[config.mk]
export PLATFORM = sky130hd
export DESIGN_NAME = infix_to_postfix_converter_top
export DESIGN_NICKNAME = d
export VERILOG_FILES = /design/src/hw/rtl/itp_pkg.sv /design/src/hw/rtl/itp_dpath.sv /design/src/hw/rtl/itp_ctrl.sv /design/src/hw/rtl/infix_to_postfix_converter_top.sv
export SDC_FILE = /design/constraint.sdc
export NUM_CORES = 1
export LEC_CHECK = 0
export ABC_AREA = 1
export BUFFER_PORTS_ARGS = -buffer_cell sky130_fd_sc_hd__buf_2
export CAP_MARGIN = 20
export CORE_MARGIN = 3
export CORE_UTILIZATION = 31
export DETAILED_ROUTE_END_ITERATION = 10
export HOLD_SLACK_MARGIN = 0.03
export PLACE_DENSITY = 0.49
export SYNTH_ARGS = -nofsm -noshare
export SYNTH_HDL_FRONTEND = slang
export SYNTH_HIERARCHICAL = 1
export SYNTH_SLANG_ARGS = --single-unit
[constraint.sdc]
create_clock -name i_clk -period 10.1 [get_ports i_clk]
set_input_delay 0.505 -clock i_clk [delete_from_list [all_inputs] [get_ports i_clk]]
set_output_delay 0.505 -clock i_clk [all_outputs]
set_load 0.05 [all_outputs]
[src/hw/rtl/itp_pkg.sv]
// ----------------------------------------------------------------------------
// itp_pkg: shared types and constants of the infix to postfix converter
// Token kinds, result codes, request payload structs and the
// controller-to-datapath command and status structs.
// ----------------------------------------------------------------------------
package itp_pkg;

    localparam int STACK_DEPTH_DEF = 16;

    // token kinds
    localparam logic [3:0] K_NUMBER = 4'd0;
    localparam logic [3:0] K_SPACE  = 4'd1;
    localparam logic [3:0] K_LSQ    = 4'd2;
    localparam logic [3:0] K_RSQ    = 4'd3;
    localparam logic [3:0] K_LPAR   = 4'd4;
    localparam logic [3:0] K_RPAR   = 4'd5;
    localparam logic [3:0] K_LCUR   = 4'd6;
    localparam logic [3:0] K_RCUR   = 4'd7;
    localparam logic [3:0] K_ADD    = 4'd8;
    localparam logic [3:0] K_SUB    = 4'd9;
    localparam logic [3:0] K_MUL    = 4'd10;
    localparam logic [3:0] K_DIV    = 4'd11;
    localparam logic [3:0] K_END    = 4'd12;

    // result types
    localparam logic [1:0] OT_NUMBER   = 2'd0;
    localparam logic [1:0] OT_OPERATOR = 2'd1;
    localparam logic [1:0] OT_ERROR    = 2'd2;
    localparam logic [1:0] OT_DONE     = 2'd3;

    // error codes
    localparam logic [1:0] ERR_NONE     = 2'd0;
    localparam logic [1:0] ERR_MISMATCH = 2'd1;
    localparam logic [1:0] ERR_OVERFLOW = 2'd2;

    typedef struct packed {
        logic [3:0]  kind;
        logic [63:0] number_value;
    } t_in_item;

    typedef struct packed {
        logic [1:0]  out_type;
        logic [1:0]  op_code;
        logic [63:0] out_value;
        logic [1:0]  error_code;
        logic        last;
    } t_out_item;

    typedef struct packed {
        logic       load;      // capture the incoming request
        logic       emit;      // stage a new result
        logic       finish;    // flush the staged result marked last
        logic       push;
        logic       pop;
        logic       clear;
        logic [1:0] res_type;
        logic [1:0] err_code;
    } t_cmd;

    typedef struct packed {
        logic [3:0] kind;
        logic [3:0] top;
        logic       empty;
        logic       full;
        logic       stage_ok;  // a result may be staged or flushed this cycle
    } t_stat;

    function automatic logic is_opener(input logic [3:0] k);
        return (k == K_LSQ) || (k == K_LPAR) || (k == K_LCUR);
    endfunction

    function automatic logic [1:0] prec_of(input logic [3:0] k);
        logic [1:0] p;
        p = 2'd0;
        if ((k == K_ADD) || (k == K_SUB)) p = 2'd1;
        if ((k == K_MUL) || (k == K_DIV)) p = 2'd2;
        return p;
    endfunction

endpackage

[src/hw/rtl/itp_dpath.sv]
// ----------------------------------------------------------------------------
// itp_dpath: converter datapath
// Token register, operator stack memory, stack count, one-deep result
// staging register and output register.
// ----------------------------------------------------------------------------
module itp_dpath #(
    parameter int STACK_DEPTH = itp_pkg::STACK_DEPTH_DEF
) (
    input  logic                i_clk,
    input  logic                i_rst_n,
    input  itp_pkg::t_in_item   i_in_data,
    input  itp_pkg::t_cmd       i_cmd,
    output itp_pkg::t_stat      o_stat,
    output logic                o_valid,
    input  logic                i_ready,
    output itp_pkg::t_out_item  o_out_data
);
    localparam int CW = $clog2(STACK_DEPTH + 1);
    localparam int IW = $clog2(STACK_DEPTH);

    logic [3:0]         r_kind;
    logic [63:0]        r_value;
    logic [3:0]         r_stack [STACK_DEPTH];
    logic [3:0]         r_top;
    logic [CW-1:0]      r_count;
    logic [CW-1:0]      n_count;
    logic [CW-1:0]      top_pos;
    logic               r_pend_valid;
    itp_pkg::t_out_item r_pend;
    itp_pkg::t_out_item new_res;
    itp_pkg::t_out_item flush_res;
    logic               r_out_valid;
    itp_pkg::t_out_item r_out;
    logic               load_out;

    assign top_pos = r_count - CW'(1);

    // token capture
    always_ff @(posedge i_clk) begin
        if (i_cmd.load) begin
            r_kind  <= i_in_data.kind;
            r_value <= i_in_data.number_value;
        end
    end

    // stack memory, registered read of the top entry
    always_ff @(posedge i_clk) begin
        if (i_cmd.push) begin
            r_stack[r_count[IW-1:0]] <= r_kind;
        end
        r_top <= r_stack[top_pos[IW-1:0]];
    end

    always_comb begin
        n_count = r_count;
        if (i_cmd.clear) begin
            n_count = '0;
        end else if (i_cmd.push) begin
            n_count = r_count + CW'(1);
        end else if (i_cmd.pop) begin
            n_count = top_pos;
        end
    end

    always_ff @(posedge i_clk) begin
        if (!i_rst_n) begin
            r_count <= '0;
        end else begin
            r_count <= n_count;
        end
    end

    // result built from command and stack top
    always_comb begin
        new_res            = '0;
        new_res.out_type   = i_cmd.res_type;
        new_res.error_code = i_cmd.err_code;
        if (i_cmd.res_type == itp_pkg::OT_OPERATOR) begin
            new_res.op_code = r_top[1:0];
        end
        if (i_cmd.res_type == itp_pkg::OT_NUMBER) begin
            new_res.out_value = r_value;
        end
    end

    // staged result moving to the output, marked last on the final flush
    always_comb begin
        flush_res      = r_pend;
        flush_res.last = i_cmd.finish;
    end

    assign load_out = (i_cmd.emit || i_cmd.finish) && r_pend_valid;

    always_ff @(posedge i_clk) begin
        if (i_cmd.emit) begin
            r_pend <= new_res;
        end
        if (load_out) begin
            r_out <= flush_res;
        end
    end

    always_ff @(posedge i_clk) begin
        if (!i_rst_n) begin
            r_pend_valid <= 1'b0;
            r_out_valid  <= 1'b0;
        end else begin
            if (i_cmd.emit) begin
                r_pend_valid <= 1'b1;
            end else if (i_cmd.finish) begin
                r_pend_valid <= 1'b0;
            end
            if (load_out) begin
                r_out_valid <= 1'b1;
            end else if (i_ready) begin
                r_out_valid <= 1'b0;
            end
        end
    end

    assign o_stat.kind     = r_kind;
    assign o_stat.top      = r_top;
    assign o_stat.empty    = (r_count == '0);
    assign o_stat.full     = (r_count == CW'(STACK_DEPTH));
    assign o_stat.stage_ok = !r_pend_valid || !r_out_valid || i_ready;

    assign o_valid    = r_out_valid;
    assign o_out_data = r_out;

endmodule

[src/hw/rtl/itp_ctrl.sv]
// ----------------------------------------------------------------------------
// itp_ctrl: converter controller
// Sequences one token at a time: decode, read stack top, evaluate, push,
// and flush of the final result.
// ----------------------------------------------------------------------------
module itp_ctrl (
    input  logic           i_clk,
    input  logic           i_rst_n,
    input  logic           i_in_valid,
    output logic           o_in_ready,
    input  itp_pkg::t_stat i_stat,
    output itp_pkg::t_cmd  o_cmd
);
    typedef enum logic [5:0] {
        ST_IDLE   = 6'b000001,
        ST_DECODE = 6'b000010,
        ST_READ   = 6'b000100,
        ST_EVAL   = 6'b001000,
        ST_PUSH   = 6'b010000,
        ST_FINISH = 6'b100000
    } t_state;

    t_state r_state;
    t_state n_state;
    logic   closer_match;
    logic   top_opener;

    assign closer_match = (i_stat.top == (i_stat.kind - 4'd1));
    assign top_opener   = itp_pkg::is_opener(i_stat.top);

    always_comb begin
        n_state    = r_state;
        o_cmd      = '0;
        o_in_ready = 1'b0;
        case (r_state)
            ST_IDLE: begin
                o_in_ready = 1'b1;
                if (i_in_valid) begin
                    o_cmd.load = 1'b1;
                    n_state    = ST_DECODE;
                end
            end
            ST_DECODE: begin
                case (i_stat.kind) inside
                    itp_pkg::K_NUMBER: begin
                        if (i_stat.stage_ok) begin
                            o_cmd.emit     = 1'b1;
                            o_cmd.res_type = itp_pkg::OT_NUMBER;
                            n_state        = ST_FINISH;
                        end
                    end
                    itp_pkg::K_LSQ, itp_pkg::K_LPAR, itp_pkg::K_LCUR: begin
                        n_state = ST_PUSH;
                    end
                    itp_pkg::K_RSQ, itp_pkg::K_RPAR, itp_pkg::K_RCUR: begin
                        if (!i_stat.empty) begin
                            n_state = ST_READ;
                        end else if (i_stat.stage_ok) begin
                            o_cmd.emit     = 1'b1;
                            o_cmd.res_type = itp_pkg::OT_ERROR;
                            o_cmd.err_code = itp_pkg::ERR_MISMATCH;
                            o_cmd.clear    = 1'b1;
                            n_state        = ST_FINISH;
                        end
                    end
                    [itp_pkg::K_ADD:itp_pkg::K_DIV]: begin
                        n_state = i_stat.empty ? ST_PUSH : ST_READ;
                    end
                    itp_pkg::K_END: begin
                        if (!i_stat.empty) begin
                            n_state = ST_READ;
                        end else if (i_stat.stage_ok) begin
                            o_cmd.emit     = 1'b1;
                            o_cmd.res_type = itp_pkg::OT_DONE;
                            n_state        = ST_FINISH;
                        end
                    end
                    default: begin
                        // space and unknown kinds: drop
                        n_state = ST_IDLE;
                    end
                endcase
            end
            ST_READ: begin
                n_state = ST_EVAL;
            end
            ST_EVAL: begin
                if (i_stat.kind == itp_pkg::K_END) begin
                    if (i_stat.stage_ok) begin
                        o_cmd.emit = 1'b1;
                        if (top_opener) begin
                            o_cmd.res_type = itp_pkg::OT_ERROR;
                            o_cmd.err_code = itp_pkg::ERR_MISMATCH;
                            o_cmd.clear    = 1'b1;
                            n_state        = ST_FINISH;
                        end else begin
                            o_cmd.res_type = itp_pkg::OT_OPERATOR;
                            o_cmd.pop      = 1'b1;
                            n_state        = ST_DECODE;
                        end
                    end
                end else if (i_stat.kind < itp_pkg::K_ADD) begin
                    // closing bracket
                    if (closer_match) begin
                        o_cmd.pop = 1'b1;
                        n_state   = ST_FINISH;
                    end else if (i_stat.stage_ok) begin
                        o_cmd.emit = 1'b1;
                        if (top_opener) begin
                            o_cmd.res_type = itp_pkg::OT_ERROR;
                            o_cmd.err_code = itp_pkg::ERR_MISMATCH;
                            o_cmd.clear    = 1'b1;
                            n_state        = ST_FINISH;
                        end else begin
                            o_cmd.res_type = itp_pkg::OT_OPERATOR;
                            o_cmd.pop      = 1'b1;
                            n_state        = ST_DECODE;
                        end
                    end
                end else begin
                    // arithmetic operator
                    if (top_opener ||
                        (itp_pkg::prec_of(i_stat.top) < itp_pkg::prec_of(i_stat.kind))) begin
                        n_state = ST_PUSH;
                    end else if (i_stat.stage_ok) begin
                        o_cmd.emit     = 1'b1;
                        o_cmd.res_type = itp_pkg::OT_OPERATOR;
                        o_cmd.pop      = 1'b1;
                        n_state        = ST_DECODE;
                    end
                end
            end
            ST_PUSH: begin
                if (!i_stat.full) begin
                    o_cmd.push = 1'b1;
                    n_state    = ST_FINISH;
                end else if (i_stat.stage_ok) begin
                    o_cmd.emit     = 1'b1;
                    o_cmd.res_type = itp_pkg::OT_ERROR;
                    o_cmd.err_code = itp_pkg::ERR_OVERFLOW;
                    o_cmd.clear    = 1'b1;
                    n_state        = ST_FINISH;
                end
            end
            ST_FINISH: begin
                if (i_stat.stage_ok) begin
                    o_cmd.finish = 1'b1;
                    n_state      = ST_IDLE;
                end
            end
            default: begin
                n_state = ST_IDLE;
            end
        endcase
    end

    always_ff @(posedge i_clk) begin
        if (!i_rst_n) begin
            r_state <= ST_IDLE;
        end else begin
            r_state <= n_state;
        end
    end

endmodule

[src/hw/rtl/infix_to_postfix_converter_top.sv]
// ----------------------------------------------------------------------------
// infix_to_postfix_converter_top: infix to postfix token converter
// Operator-stack converter from infix token order to postfix token order.
// ----------------------------------------------------------------------------
// Tokens enter one request at a time on the input channel and leave in
// postfix order on the output channel. One token is processed at a time:
// a number goes through capture, decode and flush, whitespace through
// capture and decode, and an opening bracket through capture, decode, push
// and flush. Every look at the stack top takes decode, stack memory read
// and evaluate, since the stack memory delivers its top entry in the cycle
// after the count settles, and each operator popped costs one such look.
// An operator then pushes, after it empties the stack or stops at a lower
// operator or an opener; a closing bracket or an end goes on to the flush
// once it meets an opener or runs the stack empty. Output stalls can hold
// any of these steps. The last result of each token is marked by last; to
// know which one that is, every result is held one step in a staging
// register before it moves to the output register, so results from one
// token may reach the output while the next token is being taken.
// Brackets have precedence 0, + and - have 1, * and / have 2, all left
// associative. A mismatched bracket emits an error result and clears the
// stack, as does a push onto a full stack (STACK_DEPTH entries). No
// clearing pass is needed after reset.
// ----------------------------------------------------------------------------
module infix_to_postfix_converter_top #(
    parameter int STACK_DEPTH = itp_pkg::STACK_DEPTH_DEF
) (
    input  logic               i_clk,
    input  logic               i_rst_n,
    input  logic               i_valid,
    output logic               o_ready,
    input  itp_pkg::t_in_item  i_in_data,
    output logic               o_valid,
    input  logic               i_ready,
    output itp_pkg::t_out_item o_out_data
);
    itp_pkg::t_cmd  cmd;
    itp_pkg::t_stat stat;

    // sequence each token through decode, stack walk and result flush
    itp_ctrl u_ctrl (
        .i_clk      (i_clk),
        .i_rst_n    (i_rst_n),
        .i_in_valid (i_valid),
        .o_in_ready (o_ready),
        .i_stat     (stat),
        .o_cmd      (cmd)
    );

    // hold the token, the operator stack and the result registers
    itp_dpath #(
        .STACK_DEPTH (STACK_DEPTH)
    ) u_dpath (
        .i_clk      (i_clk),
        .i_rst_n    (i_rst_n),
        .i_in_data  (i_in_data),
        .i_cmd      (cmd),
        .o_stat     (stat),
        .o_valid    (o_valid),
        .i_ready    (i_ready),
        .o_out_data (o_out_data)
    );

endmodule
==> results.py <==
metrics = {
    "critical_path": {
        "critPathLaunchType": "flop",
        "rr_endpoint": "u_dpath/o_out_data[16]",
        "required_ps": 10270,
        "rr_worst_depth": 14,
        "reg2reg_from": "u_dpath/r_count[0]",
        "worst-path-buf-inv": 5,
        "end_kind": "flop",
        "worst_ep_arrival_time_ps": 4080,
        "cpMostUsedCell": "nand2_1",
        "path_cells": "buf_4 -> inv_4 -> ha_1 -> nand2_1 -> nor2_1 -> nand2_1 -> nor4_2 -> nand2_1 -> nand2_1 -> inv_1 -> o2111ai_4 -> o21ai_0 -> inv_2 -> buf_4",
        "critical_path_class": "flop to flop",
        "rrSetupSlack_ps": 6190,
        "crit_slowest_cell": "buf_4",
        "slowest_delay_ps": 680,
        "crit_fanout": 71,
        "critical_path.top_delay_family": "buffers and inverters",
    },
    "synthesis": {
        "synth_edf_count": 273,
        "synth_cells": 894,
        "synth_ff_type": "edfxtp_1",
        "synth.top_cells.by_area": "edfxtp_1 72%, nand2_1 5.2%, inv_1 5.1%, nor2_1 3.6%, dfxtp_1 3.0%",
        "netlist_area_um2": 11300,
        "async_flop_share": 0,
        "synth_nets": 975,
        "yosysUniqueCellTypes": 40,
        "yosys_warnings": 6,
        "netlist.area_leader.share": 0.724,
        "syn_avg_cell_area_um2": 12.7,
        "yosysTopAreaCell": "edfxtp_1",
        "synth-seq-cells": 290,
        "ys_seq_area_frac": 0.754,
    },
    "die": {
        "start_util": 0.316,
        "dieArea_um2": 38900,
        "fp.coreArea_um2": 35800,
        "die_h_um": 197,
        "io_pins": 145,
        "num_rows": 69,
        "die_w_um": 197,
    },
    "sta": {
        "period_share": 0.387,
        "hold_viol": 0,
        "maxSlewViolCount": 0,
        "fin_setup_tns_ps": 0,
        "rsz0062_at_grt": "false",
        "fmax_ghz": 0.256,
        "worstMarginPinSlew_ps": 977,
        "postLayoutSetupSlackWorst_ps": 6190,
        "period_needed_ps": 3910,
        "fin_worst_skew_ps": 15.5,
        "slew_headroom": 0.348,
        "holdWs_ps": 128,
        "timing.final.setup_violations": 0,
    },
    "grt": {
        "grt-busiest-layer": "met2",
        "grt_pass1_vias": 6452,
        "antenna_found_initial": 1,
        "track_usage": 0.116,
        "grtUsageMet3": 0.0290,
        "grt_max_degree": 72,
        "grt_overflow": 0,
        "grt_pass1_wl_um": 35600,
        "met1_usage": 0.155,
        "grtUsageMet2": 0.188,
    },
    "drt": {
        "wirelength_um": 22800,
        "routedWlPerCell_um": 14.8,
        "drt-initial-drc-count": 366,
        "drc": 0,
        "via_per_inst": 4.25,
        "dr.pass1.iters": 5,
        "num_vias": 6529,
        "antenna_left": 0,
    },
    "clock_tree": {
        "clk_latency_ps": 550,
        "cts_sinks": 290,
        "clk_pin_slew_ps": 60,
        "post-cts-setup-buffers": 0,
        "cts_root_buf": "clkbuf_16",
        "ctsHoldBuffers": 0,
        "numCtsBuffers": 30,
        "cts.repair.resized": 0,
        "htreeDepth": 1,
        "cts_max_path_buffers": 3,
        "cts_tree": "done",
    },
    "power_and_ir_drop": {
        "p_leak_nw": 5.42,
        "p_per_area_nw_per_um2": 193,
        "irDropWorstVdd_mv": 0.160,
    },
    "final_layout": {
        "nNetsFinal": 1135,
        "syn_to_final_growth_pct": 18.1,
        "drive_above_1_share": 0.205,
        "seqCellArea_um2": 8540,
        "design_area_um2": 13400,
        "num-fill-cells": 3473,
        "multiInputGateArea_um2": 1980,
    },
    "status": {
        "outcome": "completed",
    },
    "min_path": {
        "min_to": "u_dpath/r_value[23]",
        "holdPathStages": 1,
        "holdCritStartpoint": "i_in_data[23]",
        "hold_path_class": "primary input to flop",
    },
    "place": {
        "port_buffers": 144,
        "dpl_cell_area_um2": 12500,
        "gp_congestion": 0.832,
        "hpwl_um": 15400,
        "preCtsSetupSlack_ps": 6190,
    },
    "run": {
        "cap_violations": 0,
    },
}
==> stage by stage <==
| step | power, mW | cells | utilization |
|---|---|---|---|
| finish | 2.58 | 1537 | 0.373 |
| global route | 2.71 | 1537 | 0.373 |
| CTS | 2.63 | 1536 | 0.373 |
| detailed placement | 1.62 | 1483 | 0.349 |
| global placement | 1.62 | 1483 | 0.349 |
| floorplan | 1.56 | 894 | - |
==> cell usage in the layout (no fill, tap or decap), types with 3 or more instances in the layout <==
cell type,netlist,layout
a21oi_1,16,16
buf_2,4,144
buf_4,6,7
clkbuf_1,0,15
clkbuf_16,0,31
clkinv_1,1,4
dfxtp_1,17,17
edfxtp_1,273,273
ha_1,9,9
inv_1,154,153
inv_2,8,9
inv_4,3,3
nand2_1,157,157
nand2_2,5,5
nand3_1,65,65
nand4_1,6,6
nor2_1,110,109
nor2_2,6,6
o21ai_0,10,10
o21ai_1,6,6
==> logic make-up after synthesis <==
| logic type | after synthesis | synth area share |
|---|---|---|
| fa+ha+maj | 9 | 0.00994 |
| flops | 290 | 0.754 |
| compound gates | 41 | 0.0202 |
| xor+xnor | 3 | 0.00563 |
| buf+inv | 189 | 0.0735 |
| simple gates | 362 | 0.137 |
==> cell type report <==
type | count | area share
diodes | 1 | 0.000187
clock buffers | 47 | 0.0632
clock inverters | 6 | 0.00243
inverters | 166 | 0.0471
multi-input cells | 415 | 0.148
flip-flops and latches | 290 | 0.638
well taps | 461 | 0.0431
repair buffers | 151 | 0.0578
==> registers in the layout, summed over array words and instances, names as in the netlist <==
name	count
u_ctrl/r_state	6
u_dpath/flush_res	70
u_dpath/o_out_data	71
u_dpath/o_valid	1
u_dpath/r_count	5
u_dpath/r_kind	4
u_dpath/r_pend_valid	1
u_dpath/r_stack	64
u_dpath/r_top	4
u_dpath/r_value	64
==> how the worst max path moves through the flow <==
stage                                  start                endpoint  slack, ps  cells after the start
after floorplan            u_dpath/r_kind[0]   u_dpath/o_out_data[0]       2600                      8
after global placement    u_dpath/r_count[0]  u_dpath/o_out_data[37]       6260                     14
after detailed placement  u_dpath/r_count[0]  u_dpath/o_out_data[16]       6190                     14
after CTS                 u_dpath/r_count[0]  u_dpath/o_out_data[19]       6180                     14
after global routing      u_dpath/r_count[0]   u_dpath/flush_res[33]       5840                     14
final                     u_dpath/r_count[0]  u_dpath/o_out_data[16]       6190                     14
==> where the power goes <==
group / total [mW] / internal, mW / switching (mW)
Sequential: 1.42 / 1.39 / 0.0216
Clock: 0.995 / 0.570 / 0.425
Combinational: 0.173 / 0.0527 / 0.120
Total: 2.58 / 2.02 / 0.566
==> synthesized netlist by cell type (all sizes together) (3+ instances only) <==
cell,instances
nor2,116
nand2,162
nand4,7
ha,9
o21ai,17
a21oi,16
nand3,66
buf,21
dfxtp,17
edfxtp,273
or2,3
inv,165
nor3,3
nor4,3
==> routing by layer <==
metal / vias up / wire [um]
met4: 0 / 461
met5: - / 0
li1: 3276 / -
met2: 158 / 10800
met1: 3067 / 10100
met3: 28 / 1390
Power figures use the tool's default switching activity.
